==> src/sv/mcc_div.sv <==
`default_nettype none
// Restoring divider, one quotient bit per cycle.
module mcc_div #(
   parameter int SUM_W = 18,
   parameter int CNT_W = 7
) (
   input  wire logic             clock,
   input  wire logic             reset,
   input  wire logic             start,
   input  wire logic [SUM_W-1:0] dividend,
   input  wire logic [CNT_W-1:0] divisor,
   output logic                  done,
   output logic      [SUM_W-1:0] quotient
);

   localparam int STEP_W = $clog2(SUM_W + 1);

   logic [SUM_W-1:0]  quo_ff;
   logic [CNT_W-1:0]  rem_ff;
   logic [CNT_W-1:0]  dsr_ff;
   logic [STEP_W-1:0] step_ff;
   logic              busy_ff;
   logic              done_ff;
   logic [CNT_W:0]    rem_sh;
   logic              fits;
   logic [CNT_W:0]    rem_nx;
   logic [CNT_W-1:0]  rem_in;

   // trial subtract
   always_comb begin
      rem_sh = {rem_ff, quo_ff[SUM_W-1]};
      fits   = rem_sh >= {1'b0, dsr_ff};
      rem_nx = fits ? rem_sh - {1'b0, dsr_ff} : rem_sh;
      rem_in = rem_nx[CNT_W-1:0];
   end

   always_ff @(posedge clock) begin
      if (reset) begin
         busy_ff <= 1'b0;
         done_ff <= 1'b0;
      end else begin
         done_ff <= 1'b0;
         if (start) begin
            quo_ff  <= dividend;
            rem_ff  <= '0;
            dsr_ff  <= divisor;
            step_ff <= STEP_W'(SUM_W);
            busy_ff <= 1'b1;
         end else if (busy_ff) begin
            quo_ff  <= {quo_ff[SUM_W-2:0], fits};
            rem_ff  <= rem_in;
            step_ff <= step_ff - STEP_W'(1);
            if (step_ff == STEP_W'(1)) begin
               busy_ff <= 1'b0;
               done_ff <= 1'b1;
            end
         end
      end
   end

   assign done     = done_ff;
   assign quotient = quo_ff;

endmodule
`default_nettype wire

==> config.mk <==
export PLATFORM = sky130hd
export DESIGN_NAME = mcc_div
export DESIGN_NICKNAME = d
export VERILOG_FILES = /design/src/sv/mcc_div.sv
export SDC_FILE = /design/constraint.sdc
export NUM_CORES = 1
export LEC_CHECK = 0
export BUFFER_PORTS_ARGS = -buffer_cell sky130_fd_sc_hd__buf_2
export CORE_MARGIN = 4
export CORE_UTILIZATION = 40
export CTS_BUF_LIST = sky130_fd_sc_hd__clkbuf_16
export CTS_CLUSTER_SIZE = 30
export DETAILED_ROUTE_END_ITERATION = 8
export SLEW_MARGIN = 20
export SYNTH_ARGS = -nofsm -noshare
export SYNTH_HDL_FRONTEND = slang
export SYNTH_SLANG_ARGS = --single-unit
==> constraint.sdc <==
create_clock -name clock -period 5.3 [get_ports clock]
set_input_delay 0.795 -clock clock [delete_from_list [all_inputs] [get_ports clock]]
set_output_delay 0.795 -clock clock [all_outputs]
set_load 0.01 [all_outputs]
==> run metrics, run 1 <==
hold bufs inserted after CTS=0; share of the synthesized area in the top cell type=54.38%; top cells by area, synth=edfxtp_1, mux2_2, ha_1; Starting Density=42.14%; total negative slack=0 ns; Max FO, Critical Path=30; clk_skew=0.006530 ns; hold endpoint=done; fin crit period=2.283 ns; EDFF count, synth=37; initial antenna violation count=0; mux contribution to synthesized area=11.08%; Vias/cell=4.971; IO Port Bufs=46; RePlAce Congestion=0.8080; Overflow after GRT=0; Die Ht=79.47 µm; Synth Area in Compound Gates=11.02%; vias in the first global route=1475; worst r2r path cells=8; Crit. End Element=flip-flop; Finish-stage setup viols=0; RSZ-0062 raised after global routing=false; Crit. Startpoint=start; hold depth=1; Synth area leader=edfxtp_1; vias after detailed routing=1372; Layout area overhead=21.43%; Top FF cell, synth=edfxtp_1; period utilization=43.07%; CTS tree=done; Hold Fails Final Rpt=0; post-route ant nets=0; setup repair bufs after CTS=0; pin count of the biggest net entering global routing=31; R2R Path Start=quotient[17]; VDD IR max=0.0002688 V; Total GRT Usage=13.72%; H-tree levels=2; Synth top cells by count=edfxtp_1, mux2_2, nor2_1; Gate Count Post-Synth=158; layout net count=246; Reg clk slew, reported paths=0.05 ns; number of CTS-inserted buffers=5; DRC=0; Slew Viols, Final=0; Worst slew margin=58.99%; Placement Rows=25; r2r setup slk=3.15 ns; Clk Latency, worst-skew pair=0.28 ns; min-delay src=busy_ff; CP Launch Type=input pin; adder-cell share of the synthesized area=6.491%; WHS=0.4881 ns; max frequency=0.4381 GHz; worst flop-to-flop path endpoint=rem_ff[4]; max-cap violations=0; share of cells above drive strength 1=39.71%; first-pass GRT wire length=6.713 mm; die area=6315 µm²; post_cts resized=0; Static Leak=0.0009863 µW; post-synthesis cell type count=41; Antenna diodes=0; post-layout util=51.17%; mean area per synthesized cell=12.93 µm²; largest family of logic cells by synthesized area=multiplexers; post-synthesis sequential area ratio=56.34%; Synth warnings=0; worst path arrival time=2.24 ns; PwrDens=330.0 nW/µm²; Net Count, Synth=196; most common cell in the netlist=edfxtp_1; core area=4848 µm²; root buffer cell=clkbuf_16; final wirelength=3.986 mm; Final HPWL DP=3.036 mm; wire per inst=14.44 µm; Die X-Extent=79.47 µm; XOR/XNOR Fraction of Synth Area=1.715%; Post-Syn Area=2043 µm²; 1st-pass router iterations=4; Clock Path Buffers=2; hold crit path type=flip-flop to flip-flop; Starting DRT DRC Count=106; ys async rst share=0%; # clock sinks=39; required time of the critical path=5.25 ns; Setup CP Type=input pin to flip-flop; IO Pins=47; flops & latches, synth=39; Synth Area in Simple Gates=9.430%; status=finished clean; slew of the pin with the lowest slew margin=0.6128 ns
==> final cells by class <==
| cell class | instances | area (µm²) |
|---|---|---|
| repair buffers | 47 | 237.7 |
| clock inverters | 3 | 20.02 |
| well taps | 67 | 83.83 |
| clock buffers | 5 | 125.1 |
| fillers | 452 | 2367 |
| multi-input cells | 102 | 814.5 |
| flip-flops and latches | 39 | 1151 |
| inverters | 13 | 48.80 |
==> stage by stage <==
step	setup slack (ns)	instance area (µm²)	cells	power, µW
after CTS	2.989	2481	276	825.3
after detailed placement	2.709	2336	268	538.0
final	3.017	2481	276	818.7
after global placement	2.774	2336	268	533.5
after floorplan	2.545	2043	158	495.6
after global routing	2.873	2481	276	860.3
==> critical path, cell delays in order <==
cell	delay (ns)
buf_2	0.48
nor2_1	0.16
nor2_2	0.41
buf_4	0.37
==> worst max path at each step <==
stage	endpoint	slack, ns
after floorplan	quotient[0]	2.55
after global placement	rem_ff[0]	2.77
after detailed placement	rem_ff[0]	2.71
after CTS	quotient[0]	2.99
after global routing	rem_ff[5]	2.87
final	quotient[0]	3.02
==> flip-flops by register name, summed over array words and instances (netlist names) <==
name,flops
quotient,18
step_ff,5
done,1
dsr_ff,7
busy_ff,1
rem_ff,7
==> placed cells by master (no fill, tap or decap), types with 2 or more instances in the layout <==
master,n
ha_1,9
inv_1,12
a211oi_2,2
dfxtp_1,2
nor3_1,3
o22ai_1,2
edfxtp_1,37
buf_2,46
o21ai_0,4
o21ai_1,3
xnor2_1,4
and3_1,2
nand2_1,5
mux2_2,17
nor2_1,12
nand2b_1,2
mux2i_1,2
clkbuf_16,5
a21oi_1,9
nand3_1,5
clkinvlp_4,2
o21a_1,2
==> routing by layer <==
metal  vias to the layer above  track usage [%]  part of all wire, %
li1                        687                -                    -
met1                       657            16.97                   46
met5                         -                0                    0
met3                         5            4.402                  4.1
met2                        23            22.12                   48
met4                         0            5.498                  1.4
==> cell families (layout without fill, tap and decap cells) <==
| kind of cell | Yosys count | count (layout) |
|---|---|---|
| adder cells (fa/ha/maj) | 10 | 10 |
| multiplexers | 20 | 20 |
| buffers and inverters | 17 | 68 |
| AND/OR/NAND/NOR | 38 | 38 |
| AO/OA/AOI/OAI | 30 | 30 |
| XOR/XNOR | 4 | 4 |
| flip-flops | 39 | 39 |
==> power breakdown <==
group / total, µW / switching (µW) / internal (µW)
Sequential: 378 / 11.8 / 366
Clock: 287 / 114 / 173
Combinational: 154 / 83.9 / 69.7
Total: 819 / 210 / 609
Note: power is estimated with default switching activity, not from simulation.
==> run 2: changes to the inputs <==
==> constraint.sdc (replaced) <==
create_clock -name clock -period 2 [get_ports clock]
set_input_delay 0.3 -clock clock [delete_from_list [all_inputs] [get_ports clock]]
set_output_delay 0.3 -clock clock [all_outputs]
set_load 0.01 [all_outputs]
==> run 2 against run 1 <==
Effect of this change:
- combinational power rose to 3.1 times the previous value
- largest cell class unchanged
- non-clock buffer count rose by 10
- clock power rose to 2.6 times the previous value
- the flow now finishes with violations (negative setup slack)
- first-iteration DRC count is 68% lower
- critical path depth is 3 higher
- global-route usage increased by 0.69 points
- core utilization is 2.9 points higher
- critical path type is now flip-flop to flip-flop
- clock-buffer cell count did not move
- clock skew down 0.0017 ns
- hold slack got worse by 0.29 ns
- final area increased by 5.7%
- cell count is 3.6% higher
==> run metrics, run 2 (same netlist as run 1, synthesis figures left out) <==
status=complete, but fails checks; failing checks=negative setup slack; Largest register FFs=18 (unchanged); vias after detailed routing=1418 (+3.4%); dpl cells=275 (+2.6%); CTS tree=done; clk_skew=0.004786 ns (-0.001745 ns); layout net count=256 (+4.1%); Worst slew margin=66.73% (+7.7 points); Overflow after GRT=0 (unchanged); # clock sinks=39 (unchanged); Placement Rows=25 (unchanged); Layout area overhead=28.41%; core area=4848 µm² (unchanged); RSZ-0062 raised after global routing=true; Reg clk slew, reported paths=0.06 ns (about the same); switching power of the nets=568.6 µW (+170%); RePlAce Congestion=0.8188 (+1.3%); max frequency=0.4960 GHz; H-tree levels=2 (unchanged); root buffer cell=clkbuf_16; Final HPWL DP=3.191 mm (+5.1%); initial antenna violation count=0 (unchanged); Power Total=2218 µW (+170%); period utilization=100.8%; pin count of the biggest net entering global routing=21 (-32%); Die X-Extent=79.47 µm (unchanged); worst path arrival time=2.13 ns (-0.11 ns); Hold Fails Final Rpt=0 (unchanged); post-route ant nets=0 (unchanged); required time of the critical path=2.12 ns (-3.13 ns); Non-Filler Instances=286 (+3.6%); IO Pins=47 (unchanged); die area=6315 µm² (unchanged); Starting DRT DRC Count=34 (-68%); Antenna diodes=0 (unchanged); PwrDens=845.3 nW/µm² (+160%); Crit. End Element=flip-flop; number of CTS-inserted buffers=5 (unchanged); Max FO, Critical Path=7 (-77%); final wirelength=4.290 mm (+7.6%); switching part of the total=25.64% (+0.044 points); Static Leak=0.001068 µW (+8.3%); slew of the pin with the lowest slew margin=0.4971 ns (-0.1157 ns); most frequent cells in the layout=buf_2, edfxtp_1, mux2_2; hold crit path type=input pin to flip-flop; VDD IR max=0.0005604 V (+110%); WHS=0.1988 ns (-0.2893 ns); Starting Density=42.14% (unchanged); max-cap violations=0 (unchanged); sequential power share=45.1% (-1.1 points); Vias/cell=4.958 (-0.26%); 1st-pass router iterations=4 (unchanged); first-pass GRT wire length=7.031 mm (+4.7%); clock share of power=33.1% (-1.9 points); setup ws final=-0.01633 ns (-3.034 ns); Clk Latency, worst-skew pair=0.28 ns (about the same); Setup CP Type=flip-flop to flip-flop; Internal Power=1649 µW (+170%); Comb pwr share=21.8% (+3.0 points); wire per inst=15.00 µm (+3.9%); Finish-stage setup viols=1 (+1); Setup WS pre-CTS=-0.05113 ns (-2.760 ns); Die Ht=79.47 µm (unchanged); Clock Path Buffers=2 (unchanged); Slew Viols, Final=0 (unchanged); vias in the first global route=1526 (+3.5%); IO Port Bufs=46 (unchanged); DRC=0 (unchanged); Fillers=413 (-8.6%); share of cells above drive strength 1=46.58% (+6.9 points); commonest non-fill, non-tap cell in the layout=buf_2; CP Launch Type=flip-flop; fin crit period=2.016 ns; Total GRT Usage=14.41% (+0.69 points)
## run 2: final timing paths
check,startpoint,to,slack (ns),depth (start not counted)
worst max-delay path,dsr_ff[0],rem_ff[1],-0.02,7
worst min-delay path,divisor[1],dsr_ff[1],0.20,1
worst max register to register,dsr_ff[0],rem_ff[1],-0.02,7
worst min register to register,busy_ff,done,0.50,1
## run 2: stage by stage
stage	util, %	area (µm²)	setup TNS [ns]
floorplan	-	2053	0
global placement	49.68	2409	0
detailed placement	49.68	2409	-0.1058
CTS	53.60	2599	-0.1235
global route	54.12	2624	-0.4201
finish	54.12	2624	-0.01633
## run 2: power by group through the flow
stage          logic (µW)  clock network [µW]  registers [µW]
2_1_floorplan         295                   0            1020
3_3_place_gp          427                   0            1010
3_5_place_dp          440                   0            1020
4_1_cts               467                 751            1000
5_1_grt               531                 795            1010
6_report              483                 734            1000
## run 2: worst max-delay path: stages, from the launching register on
cell,delay (ns)
edfxtp_1,0.37
ha_2,0.21
fa_2,0.34
nand2b_4,0.17
o2bb2ai_4,0.17
a31oi_4,0.30
nor3_2,0.10
a211oi_2,0.19
## run 2: cell type report
| cell class | instances | area (µm²) | area share, % |
|---|---|---|---|
| Inverter | 13 | 48.80 | 1.860 |
| Clock inverter | 3 | 12.51 | 0.4769 |
| Tap cell | 67 | 83.83 | 3.195 |
| Sequential cell | 39 | 1151 | 43.87 |
| Timing Repair Buffer | 57 | 325.3 | 12.40 |
| Clock buffer | 5 | 125.1 | 4.769 |
| Multi-Input combinational cell | 102 | 877.1 | 33.43 |
## run 2: repair_timing
action,CTS,global route
endpoints found under the setup margin,7,8
setup buffers,2,1
resized for setup,7,4
pin swaps,13,11
hold buffers,0,0
hold endpoints to repair,0,0
## run 2: per-layer routing
metal / vias up / GRT usage [%] / share of wire, %
met2: 34 / 24.46 / 52
li1: 705 / - / -
met4: 0 / 5.326 / 1.6
met1: 673 / 17.22 / 42
met5: - / 0 / 0
met3: 6 / 4.176 / 4.3
==> run 3: changes to the inputs <==
==> constraint.sdc (replaced) <==
create_clock -name clock -period 2 [get_ports clock]
set_input_delay 0.6 -clock clock [delete_from_list [all_inputs] [get_ports clock]]
set_output_delay 0.6 -clock clock [all_outputs]
set_load 0.01 [all_outputs]
==> run 3 against run 2 <==
Effect of this change:
- critical endpoint is now quotient[0]
- routed wire length fell by 3.4%
- die area did not move
- final area fell by 0.24%
- the flow now finishes without violations
- clock-buffer cell count did not move
- worst setup slack better by 0.039 ns
- hold slack improved by 0.30 ns
- highest routed layer unchanged
==> run metrics, run 3 (same netlist as run 1, synthesis figures left out) <==
1st-pass router iterations=4 (unchanged); Setup CP Type=flip-flop to flip-flop; hold crit path type=input pin to flip-flop; share of cells above drive strength 1=45.00% (-1.6 points); Crit. End Element=flip-flop; commonest non-fill, non-tap cell in the layout=buf_2; Finish-stage setup viols=0 (-1); layout net count=257 (+0.39%); Reg clk slew, reported paths=0.06 ns (about the same); Die X-Extent=79.47 µm (unchanged); die area=6315 µm² (unchanged); required time of the critical path=2.03 ns (-0.09 ns); # clock sinks=39 (unchanged); first-pass GRT wire length=6.672 mm (-5.1%); core area=4848 µm² (unchanged); Layout area overhead=28.11%; setup ws final=0.02237 ns (+0.03870 ns); Placement Rows=25 (unchanged); Hold Fails Final Rpt=0 (unchanged); Fillers=435 (+5.3%); Die Ht=79.47 µm (unchanged); worst path arrival time=2.01 ns (-0.12 ns); Final HPWL DP=3.220 mm (+0.91%); vias in the first global route=1442 (-5.5%); status=finished clean; DRC=0 (unchanged); wire per inst=14.44 µm (-3.8%); Clk Latency, worst-skew pair=0.28 ns (about the same); IO Port Bufs=46 (unchanged); Starting DRT DRC Count=73 (+110%); Overflow after GRT=0 (unchanged); dpl cells=277 (+0.73%); most frequent cells in the layout=buf_2, edfxtp_1, mux2_2; total negative slack=0 ns (+0.01633 ns); RSZ-0062 raised after global routing=true; Worst slew margin=68.07% (+1.3 points); H-tree levels=2 (unchanged); Vias/cell=4.937 (-0.42%); fin crit period=1.978 ns (-0.03870 ns); clk_skew=0.007104 ns (+0.002318 ns); root buffer cell=clkbuf_16; CTS tree=done; Starting Density=42.14% (unchanged); IO Pins=47 (unchanged); Clock Path Buffers=2 (unchanged); Largest register FFs=18 (unchanged); initial antenna violation count=0 (unchanged); final wirelength=4.143 mm (-3.4%); period utilization=98.88% (-1.9 points); Static Leak=0.001062 µW (-0.60%); number of CTS-inserted buffers=5 (unchanged); max-cap violations=0 (unchanged); slew of the pin with the lowest slew margin=0.4772 ns (-0.01995 ns); post-layout util=53.99% (-0.13 points); Non-Filler Instances=287 (+0.35%); CP Launch Type=flip-flop; VDD IR max=0.0004876 V (-13%); Power Total=2212 µW (-0.25%); Total GRT Usage=13.67% (-0.73 points); vias after detailed routing=1417 (-0.071%); PwrDens=845.2 nW/µm² (about the same); Slew Viols, Final=0 (unchanged); max frequency=0.5057 GHz (+2.0%); Max FO, Critical Path=6 (-1); pin count of the biggest net entering global routing=18 (-14%); Setup WS pre-CTS=-0.03013 ns (+0.02099 ns); post-route ant nets=0 (unchanged); RePlAce Congestion=0.8010 (-2.2%); Antenna diodes=0 (unchanged); hold bufs inserted after CTS=0 (unchanged)
## run 3: worst paths after layout
path / start / end / slack [ns] / cells after the start
worst max-delay path: rem_ff[2] / quotient[0] / 0.02 / 6
worst max register to register: rem_ff[2] / quotient[0] / 0.02 / 6
worst min-delay path: divisor[1] / dsr_ff[1] / 0.50 / 1
worst min register to register: busy_ff / done / 0.51 / 1
## run 3: final cells by class
cell class,count,area [µm²],share of cell area [%]
Clock buffer,5,125.1,4.780
Clock inverter,3,16.27,0.6214
Inverter,13,48.80,1.864
Multi-Input combinational cell,102,859.6,32.84
Sequential cell,39,1151,43.98
Tap cell,67,83.83,3.203
Timing Repair Buffer,58,332.8,12.72
## run 3: timing repair
action | CTS | global route
pin swaps | 1 | 4
setup buffers | 0 | 2
cloned | 0 | 0
endpoints found under the setup margin | 8 | 8
gates resized for setup | 4 | 2
endpoints found under the hold margin | 0 | 0
## run 3: per-stage QoR
step | hold WS [ns] | area (µm²)
2_1_floorplan | 0.4536 | 2058
3_3_place_gp | 0.4742 | 2429
3_5_place_dp | 0.4976 | 2429
4_1_cts | 0.4925 | 2594
5_1_grt | 0.4934 | 2618
6_report | 0.4973 | 2618
## run 3: per-layer routing
metal / global-route usage (%) / part of all wire, % / vias to the layer above
li1: - / - / 706
met1: 17.34 / 44 / 679
met2: 22.04 / 50 / 26
met3: 3.725 / 4.8 / 6
met4: 5.498 / 1.7 / 0
met5: 0 / 0 / -
## run 3: power by group
group / switching (µW) / total (µW) / internal [µW]
logic: 245 / 473 / 227
registers: 30.3 / 1000 / 971
clock network: 284 / 738 / 454
total: 560 / 2210 / 1650
## run 3: critical path: stages (launching register included)
cell and delay [ns]:
edfxtp_1 0.40, ha_1 0.31, nor2_1 0.28, o2bb2ai_4 0.18, a31o_4 0.22, nand2_4 0.07
mux2_4 0.27
